**src/mrfc_pkg.sv**
```systemverilog
// Shared types, constants and helper functions for the meter response frame checker.
`default_nettype none

package mrfc_pkg;

  localparam int COUNT_W       = 8;
  localparam int MAX_FRAME     = 255;
  localparam int PAYLOAD_BYTES = 16;
  localparam int PAY_IDX_W     = $clog2(PAYLOAD_BYTES);
  localparam int VALUE_W       = 30;
  localparam int KIND_W        = 3;
  localparam int QUEUE_DEPTH   = 2;
  localparam int QCOUNT_W      = $clog2(QUEUE_DEPTH + 1);

  localparam logic [15:0] CRC_INIT   = 16'hFFFF;
  localparam logic [15:0] CRC_POLY   = 16'hA001;
  localparam logic [15:0] CRC_LSB    = 16'h0001;
  localparam logic [7:0]  FIELD_MASK = 8'h3F;

  typedef enum logic [1:0] {
    STATUS_OK       = 2'd0,
    STATUS_BAD_SIZE = 2'd1,
    STATUS_BAD_CRC  = 2'd2
  } status_t;

  typedef enum logic [KIND_W-1:0] {
    KIND_ONE_BYTE   = 3'd0,
    KIND_THREE_BYTE = 3'd1,
    KIND_THREE_X3   = 3'd2,
    KIND_FOUR_X3    = 3'd3,
    KIND_FOUR_X4    = 3'd4
  } frame_kind_t;

  // One classified byte, passed from the front end to the back end.
  typedef struct packed {
    logic [7:0]           data;
    logic                 last;
    logic                 crc_en;    // byte position >= 2: oldest trailing byte enters CRC
    logic                 store_en;  // byte position 1..PAYLOAD_BYTES
    logic [PAY_IDX_W-1:0] store_idx;
    logic [COUNT_W-1:0]   len;       // count including this byte, saturated
  } byte_item_t;

  function automatic logic [15:0] crc_byte(input logic [15:0] crc_in, input logic [7:0] b);
    logic [15:0] c;
    c = crc_in ^ {8'h00, b};
    for (int i = 0; i < 8; i++) begin
      if ((c & CRC_LSB) != 16'h0000) begin
        c = (c >> 1) ^ CRC_POLY;
      end else begin
        c = c >> 1;
      end
    end
    return c;
  endfunction

  function automatic logic [COUNT_W-1:0] kind_size(input logic [KIND_W-1:0] kind);
    logic [COUNT_W-1:0] s;
    case (kind)
      KIND_ONE_BYTE:   s = COUNT_W'(4);
      KIND_THREE_BYTE: s = COUNT_W'(6);
      KIND_THREE_X3:   s = COUNT_W'(12);
      KIND_FOUR_X3:    s = COUNT_W'(15);
      KIND_FOUR_X4:    s = COUNT_W'(19);
      default:         s = '0;
    endcase
    return s;
  endfunction

  // 3-byte field b0 b1 b2 -> {b0[5:0], b2, b1}
  function automatic logic [VALUE_W-1:0] dec3(input logic [7:0] b0, input logic [7:0] b1,
                                              input logic [7:0] b2);
    logic [7:0] hi;
    hi = b0 & FIELD_MASK;
    return VALUE_W'({hi[5:0], b2, b1});
  endfunction

  // 4-byte field b0 b1 b2 b3 -> {b1[5:0], b0, b3, b2}
  function automatic logic [VALUE_W-1:0] dec4(input logic [7:0] b0, input logic [7:0] b1,
                                              input logic [7:0] b2, input logic [7:0] b3);
    logic [7:0] hi;
    hi = b1 & FIELD_MASK;
    return {hi[5:0], b0, b3, b2};
  endfunction

endpackage

`default_nettype wire

```
**src/mrfc_back.sv**
```systemverilog
// Back end: CRC, trailing bytes, payload store, end-of-frame check and result register.
`default_nettype none

module mrfc_back
  import mrfc_pkg::*;
(
  input  wire logic               clk,
  input  wire logic               rst,
  input  wire logic [KIND_W-1:0]  frame_kind,
  input  wire logic               q_valid,
  input  wire byte_item_t         q_item,
  output logic                    pop,
  output logic                    out_valid,
  input  wire logic               out_ready,
  output status_t                 out_status,
  output logic [COUNT_W-1:0]      out_len,
  output logic [VALUE_W-1:0]      out_va,
  output logic [VALUE_W-1:0]      out_vb,
  output logic [VALUE_W-1:0]      out_vc,
  output logic [VALUE_W-1:0]      out_vd
);

  logic [15:0]  crc;
  logic [15:0]  crc_next;
  logic [15:0]  crc_upd;
  logic [7:0]   trail0;
  logic [7:0]   trail1;
  logic [7:0]   payload [PAYLOAD_BYTES];
  logic [15:0]  rx_crc;
  logic         load;
  status_t      status;
  logic [VALUE_W-1:0] va, vb, vc, vd;

  // Non-last bytes never wait; last bytes wait for the result slot.
  assign pop  = q_valid && (!q_item.last || !out_valid || out_ready);
  assign load = pop && q_item.last;

  always_comb begin
    crc_upd = q_item.crc_en ? crc_byte(crc, trail0) : crc;
    rx_crc  = {q_item.data, trail1};
    crc_next = crc_upd;
    if (q_item.len != kind_size(frame_kind)) begin
      status = STATUS_BAD_SIZE;
    end else if (rx_crc != crc_upd) begin
      status = STATUS_BAD_CRC;
    end else begin
      status = STATUS_OK;
    end
    va = '0;
    vb = '0;
    vc = '0;
    vd = '0;
    if (status == STATUS_OK) begin
      case (frame_kind)
        KIND_THREE_BYTE: begin
          va = dec3(payload[0], payload[1], payload[2]);
        end
        KIND_THREE_X3: begin
          va = dec3(payload[0], payload[1], payload[2]);
          vb = dec3(payload[3], payload[4], payload[5]);
          vc = dec3(payload[6], payload[7], payload[8]);
        end
        KIND_FOUR_X3: begin
          va = dec3(payload[0], payload[1], payload[2]);
          vb = dec3(payload[3], payload[4], payload[5]);
          vc = dec3(payload[6], payload[7], payload[8]);
          vd = dec3(payload[9], payload[10], payload[11]);
        end
        KIND_FOUR_X4: begin
          va = dec4(payload[0], payload[1], payload[2], payload[3]);
          vb = dec4(payload[4], payload[5], payload[6], payload[7]);
          vc = dec4(payload[8], payload[9], payload[10], payload[11]);
          vd = dec4(payload[12], payload[13], payload[14], payload[15]);
        end
        default: begin
        end
      endcase
    end
  end

  always_ff @(posedge clk) begin
    if (rst) begin
      crc       <= CRC_INIT;
      trail0    <= '0;
      trail1    <= '0;
      out_valid <= 1'b0;
    end else begin
      if (pop) begin
        if (q_item.last) begin
          crc    <= CRC_INIT;
          trail0 <= '0;
          trail1 <= '0;
        end else begin
          crc    <= crc_next;
          trail0 <= trail1;
          trail1 <= q_item.data;
        end
      end
      if (load) begin
        out_valid <= 1'b1;
      end else if (out_ready) begin
        out_valid <= 1'b0;
      end
    end
  end

  always_ff @(posedge clk) begin
    if (pop && q_item.store_en) begin
      payload[q_item.store_idx] <= q_item.data;
    end
    if (load) begin
      out_status <= status;
      out_len    <= q_item.len;
      out_va     <= va;
      out_vb     <= vb;
      out_vc     <= vc;
      out_vd     <= vd;
    end
  end

`ifndef SYNTHESIS
  a_last_gives_result: assert property (@(posedge clk) disable iff (rst)
    load |=> out_valid)
    else $error("last byte taken but no result presented");
  a_crc_reload: assert property (@(posedge clk) disable iff (rst)
    load |=> crc == CRC_INIT)
    else $error("CRC not reloaded after frame end");
  a_values_zero_on_error: assert property (@(posedge clk) disable iff (rst)
    out_valid && out_status != STATUS_OK |-> out_va == '0 && out_vd == '0)
    else $error("raw values nonzero on failed frame");
`endif

endmodule

`default_nettype wire

```
**config.mk**
```make
export PLATFORM = sky130hd
export DESIGN_NAME = mrfc_back
export DESIGN_NICKNAME = d
export VERILOG_FILES = /design/src/mrfc_pkg.sv /design/src/mrfc_back.sv
export SDC_FILE = /design/constraint.sdc
export NUM_CORES = 1
export LEC_CHECK = 0
export BUFFER_PORTS_ARGS = -buffer_cell sky130_fd_sc_hd__buf_2
export CORE_MARGIN = 3
export CORE_UTILIZATION = 46
export DETAILED_ROUTE_END_ITERATION = 10
export PLACE_DENSITY = 0.62
export SKIP_LAST_GASP = 1
export SYNTH_ARGS = -nofsm -noshare
export SYNTH_HDL_FRONTEND = slang
export SYNTH_SLANG_ARGS = --single-unit
```
**constraint.sdc**
```tcl
create_clock -name clk -period 21.6 [get_ports clk]
set_input_delay 1.08 -clock clk [delete_from_list [all_inputs] [get_ports clk]]
set_output_delay 1.08 -clock clk [all_outputs]
set_load 0.02 [all_outputs]
```
==> metrics.cfg, run 1 <==
[sta]
final-hold-violation-count = 0
max_slew_margin = 0.217
post-route-period-util = 0.184
rsz0062_at_grt = no
fin_tns_setup_ns = 0
fin_worst_skew_ns = 0.0155
max_freq_ghz = 0.252
worstMarginPinSlew_ns = 1.17
post-route-min-period_ns = 3.97
drv_slew = 0
fin_ws_ns = 17.63
setup_viol = 0

[clock_tree]
numCtsBuffers = 30
root_buffer = clkbuf_16
cts_tree = done
cts-hold-fix-buffers = 0
cts_sinks = 287
cts_setup_buffers = 0
cts_resized = 0
htree_levels = 1
clock_latency_ns = 0.55
clockBufferDepth = 3
clkSlewWorstSetupHoldPaths_ns = 0.06

[synth]
synth_common_cells = edfxtp_1 (254), a22oi_1 (82), nor2_4 (76)
synth_top_area_frac = 0.634
async_flop_share = 0
syn_area_mm2 = 0.0120
ys.flop_type = edfxtp_1
synth_fp_nets = 816
ys_types = 54
synth_area_per_cell_um2 = 15.3
ys_warn_count = 0
synth-seq-area-share = 0.689
synth_top_area_cell = edfxtp_1
synthTopCellsByArea = edfxtp_1 (63%), nor2_4 (7.1%), dfxtp_1 (5.5%), a22oi_1 (5.1%), and2_1 (1.7%)
synth-edff-count = 254
yosysMostFrequentCell = edfxtp_1
syn_inst = 786
ys_ff_latch = 287

[floorplanning]
die_area_mm2 = 0.0281
coreArea_mm2 = 0.0255
initial_utilization = 0.472
die_h_um = 168
rows = 58
die_x_um = 168
io-pin-count = 162

[setup_path]
cp_num_buf_inv = 3
critPathArrivalTime_ns = 4.37
crit_chain = buf_2 -> nor3b_2 -> buf_4 -> o22a_1 -> o211ai_1 -> or2_2 -> a2111oi_4 -> buf_4 -> and2_1
worstSetupPathType = input pin to flip-flop
crit_path_end_kind = flip-flop
crit_path_top_delay_cell = a2111oi_4
ff2ff_setup_slack_ns = 17.68
critPathMaxStageDelay_ns = 0.76
cp-start-kind = input pin
crit_top_cell = buf_4
required_ns = 22.01
critPathTopFamily = buffers and inverters
crit_fanout = 70

[final_layout]
area_growth_syn_to_layout_pct = 15.9
drive_gt1_frac = 0.320
nNetsFinal = 975
instances_no_fill = 1298
diodes = 0
fillCellCount = 2092

[global_route]
grt_first_pass_wirelength_um = 40500
grt_use_total = 0.185
grt_pass1_vias = 6782
grt_overflow = 0
antenna_found_initial = 2
grt_max_degree = 72

[drt]
dr.max_layer_used = met5
drt_iter0_drc = 666
via_count = 7008
drc = 0
drt_pass1_iterations = 5
route.met3.wl_um = 2010
wirelength_um = 26500
drt-met1-wl_um = 11700
post_drt_wl_per_cell_um = 20.4
vias_per_cell = 5.40
wl_met2_um = 12300
drt.antenna.violating_nets = 0

[power]
power_uw = 1190
leakage_uw = 0.00464
p_per_area_mw_per_mm2 = 85.3
peakVddDrop_uv = 50.1

[run_status]
status = finished, final reports clean

[placed_design]
dp_hpwl_um = 17300
place_ws_ns = 17.01
dp.cells = 1243
port_buffers = 161
gp_congestion = 0.810

[hold_path]
hold_class = flip-flop to flip-flop

[flow_run]
drv_cap = 0

final timing paths:
check / startpoint / end / cells after the start
max: frame_kind[2] / out_va[26] / 9
min: payload[13][3] / out_vd[27] / 1
max reg2reg: crc[6] / out_vb[11] / 8
min reg2reg: payload[13][3] / out_vd[27] / 1
layout make-up:
class / count / area (µm²) / area share
clock buffers: 37 / 777 / 0.0558
clock inverters: 18 / 118 / 0.00844
inverters: 17 / 63.8 / 0.00458
multi-input cells: 438 / 3400 / 0.244
flip-flops and latches: 287 / 8290 / 0.595
well taps: 330 / 413 / 0.0296
repair buffers: 171 / 881 / 0.0632
routing by layer:
metal  global-route usage  vias to the layer above
li1                     -                     3282
met2                0.292                      247
met1                0.266                     3434
met5                    0                        -
met4               0.0413                        4
met3               0.0427                       41
flip-flops by register name, summed over array words and instances, names as in the netlist:
name,count
payload,124
trail0,8
crc,16
out_vd,30
trail1,8
out_valid,1
out_len,8
out_va,30
out_vb,30
out_vc,30
out_status,2
where the power goes:
part           switching [µW]  leakage (µW)  internal, µW
Sequential               7.77       0.00258           619
Combinational            64.8       0.00162          31.6
Clock                     200      0.000437           266
Total                     272       0.00464           916
cells in the final DEF (no fill, tap or decap), types with 17 or more instances in the layout:
| cell | n |
|---|---|
| edfxtp_1 | 254 |
| buf_2 | 161 |
| a22oi_1 | 82 |
| nor2_4 | 77 |
| nor2_1 | 49 |
| nand2_1 | 35 |
| dfxtp_1 | 33 |
| and2_1 | 32 |
| clkbuf_16 | 30 |
| xnor2_1 | 19 |
| nor3b_1 | 17 |
| a31oi_1 | 17 |
through the flow:
step | util | area [µm²] | hold WS (ns)
6_report | 0.547 | 13900 | 0.515
5_1_grt | 0.547 | 13900 | 0.541
4_1_cts | 0.547 | 13900 | 0.516
3_5_place_dp | 0.512 | 13000 | 0.505
3_3_place_gp | 0.512 | 13000 | 0.500
2_1_floorplan | - | 12000 | 0.484
cell families (layout without fill, tap and decap cells):
kind of cell / count (synthesis) / in the layout / share of synthesized area
AOI/OAI and AO/OA: 139 / 139 / 0.0885
xor gates and xnor gates: 40 / 40 / 0.0416
buffers and inverters: 61 / 243 / 0.0306
DFF: 287 / 287 / 0.689
muxes: 2 / 2 / 0.00177
and+or+nand+nor: 257 / 257 / 0.149
(Power assumes the default switching activity.)
==> run 2: changes to the inputs <==
--- a/config.mk
+++ b/config.mk
@@ -9,7 +9,7 @@
 export CORE_MARGIN = 3
 export CORE_UTILIZATION = 46
 export DETAILED_ROUTE_END_ITERATION = 10
-export PLACE_DENSITY = 0.62
+export PLACE_DENSITY = 0.65
 export SKIP_LAST_GASP = 1
 export SYNTH_ARGS = -nofsm -noshare
 export SYNTH_HDL_FRONTEND = slang
==> constraint.sdc (replaced) <==
create_clock -name clk -period 3.25 [get_ports clk]
set_input_delay 0.1625 -clock clk [delete_from_list [all_inputs] [get_ports clk]]
set_output_delay 0.1625 -clock clk [all_outputs]
set_load 0.02 [all_outputs]
==> metrics.cfg, run 2 (synthesis results as in run 1) <==
[final_layout]
layout_common_cells = edfxtp_1 (254), buf_2 (161), a22oi_1 (82)
fillCellCount = 2029
seq_area_mm2 = 0.00829
largest-register = payload
drive_gt1_frac = 0.357
largest_register_ff_count = 124
multi_input_area_mm2 = 0.00343
area_growth_syn_to_layout_pct = 21.6
final_common_cell = edfxtp_1
nNetsFinal = 1033

[power]
clkPwrFrac = 0.407
p_per_area_mw_per_mm2 = 562
seqPwrFrac = 0.507
p_sw_uw = 1880
power_uw = 8220
peakVddDrop_uv = 400
comb_power_share = 0.087
p_int_uw = 6340
netSwitchingFraction = 0.228
leakage_uw = 0.00500

[sta]
setup_viol = 0
worstMarginPinSlew_ns = 0.804
max_slew_margin = 0.464
fin_ws_ns = 0.0678
post-route-period-util = 0.979
fin_tns_setup_ns = 0
fin_worst_skew_ns = 0.0140
whs_ns = 0.0200
max_freq_ghz = 0.314
final-hold-violation-count = 0
drv_slew = 0
post-route-min-period_ns = 3.18

[global_route]
antenna_found_initial = 1
grt_overflow = 0
grt_use_total = 0.193
grt_first_pass_wirelength_um = 42500
grt_pass1_vias = 7325
grt_max_degree = 132

[floorplanning]
die_h_um = 168
coreArea_mm2 = 0.0255
io-pin-count = 162
initial_utilization = 0.472
die_x_um = 168
die_area_mm2 = 0.0281
rows = 58

[flow_run]
drv_cap = 0

[drt]
drt.antenna.violating_nets = 0
drt_pass1_iterations = 5
wirelength_um = 28300
drc = 0
post_drt_wl_per_cell_um = 20.8
drt_iter0_drc = 651
via_count = 7283
vias_per_cell = 5.36

[placed_design]
place_ws_ns = 0.0278
port_buffers = 161
gp_congestion = 0.873
dp_hpwl_um = 18400

[clock_tree]
clockBufferDepth = 3
root_buffer = clkbuf_16
cts_sinks = 287
numCtsBuffers = 30
clock_latency_ns = 0.54
htree_levels = 1
cts_tree = done
clkSlewWorstSetupHoldPaths_ns = 0.06

[setup_path]
required_ns = 3.65
crit_path_end_kind = flip-flop
crit_path_top_delay_cell = or4_4
critPathArrivalTime_ns = 3.58
crit_chain = xor2_2 -> xnor3_1 -> xor3_2 -> a21boi_4 -> or4_4 -> a2111o_2 -> buf_12 -> clkbuf_16 -> nor2_4
critPathMaxStageDelay_ns = 0.54
critPathTopFamily = XOR/XNOR gates
crit_fanout = 12
worstSetupPathType = flip-flop to flip-flop
cp_num_buf_inv = 2
cp-start-kind = flip-flop

[run_status]
status = finished, final reports clean

[hold_path]
hold_class = input pin to flip-flop

-- run 2: repair_timing --
action | in CTS | in global routing
resized for setup | 0 | 4
endpoints found under the setup margin | 0 | 68
setup buffers | 0 | 4
endpoints found under the hold margin | 9 | 0
hold buffers | 9 | 0
-- run 2: final timing paths --
kind	from	endpoint	slack (ns)	depth (start not counted)
hold reg to reg	crc[6]	crc[6]	0.52	2
hold / removal	rst	trail1[5]	0.02	2
setup reg to reg	crc[0]	out_vc[18]	0.07	9
setup / recovery	crc[0]	out_vc[18]	0.07	9
-- run 2: worst reg2reg max path, delay by kind of cell, from the launching register on --
family | cells | cell delay (ns)
XOR/XNOR | 3 | 0.87
AND/OR/NAND/NOR | 2 | 0.65
AO/OA/AOI/OAI | 2 | 0.69
flip-flops | 1 | 0.45
buffers and inverters | 2 | 0.38
-- run 2: routing by layer --
| metal | share of wire | global-route usage | up-vias | wire [µm] |
|---|---|---|---|---|
| met4 | 0.022 | 0.0566 | 0 | 632 |
| li1 | - | - | 3394 | - |
| met2 | 0.49 | 0.323 | 257 | 13800 |
| met5 | 0 | 0 | - | 0 |
| met3 | 0.064 | 0.0319 | 42 | 1800 |
| met1 | 0.43 | 0.263 | 3590 | 12000 |
-- run 2: power by group through the flow --
stage | combinational (µW) | clock [µW] | sequential [µW]
floorplan | 342 | 0 | 4320
global placement | 685 | 0 | 4240
detailed placement | 692 | 0 | 4240
CTS | 703 | 3390 | 4160
global route | 762 | 3550 | 4170
finish | 713 | 3340 | 4160
-- run 2: cell type report --
class                   count  share of cell area
flip-flops and latches    287               0.567
multi-input cells         439               0.235
repair buffers            228              0.0990
clock buffers              33              0.0535
well taps                 330              0.0282
clock inverters            22              0.0132
inverters                  17             0.00436
diodes                      3            0.000513
-- run 2: metrics by stage --
stage / cells / instance area [µm²] / utilization
3_3_place_gp: 1284 / 13400 / 0.527
4_1_cts: 1348 / 14500 / 0.569
6_report: 1359 / 14600 / 0.574
3_5_place_dp: 1284 / 13400 / 0.527
5_1_grt: 1357 / 14600 / 0.574
2_1_floorplan: 786 / 12000 / -
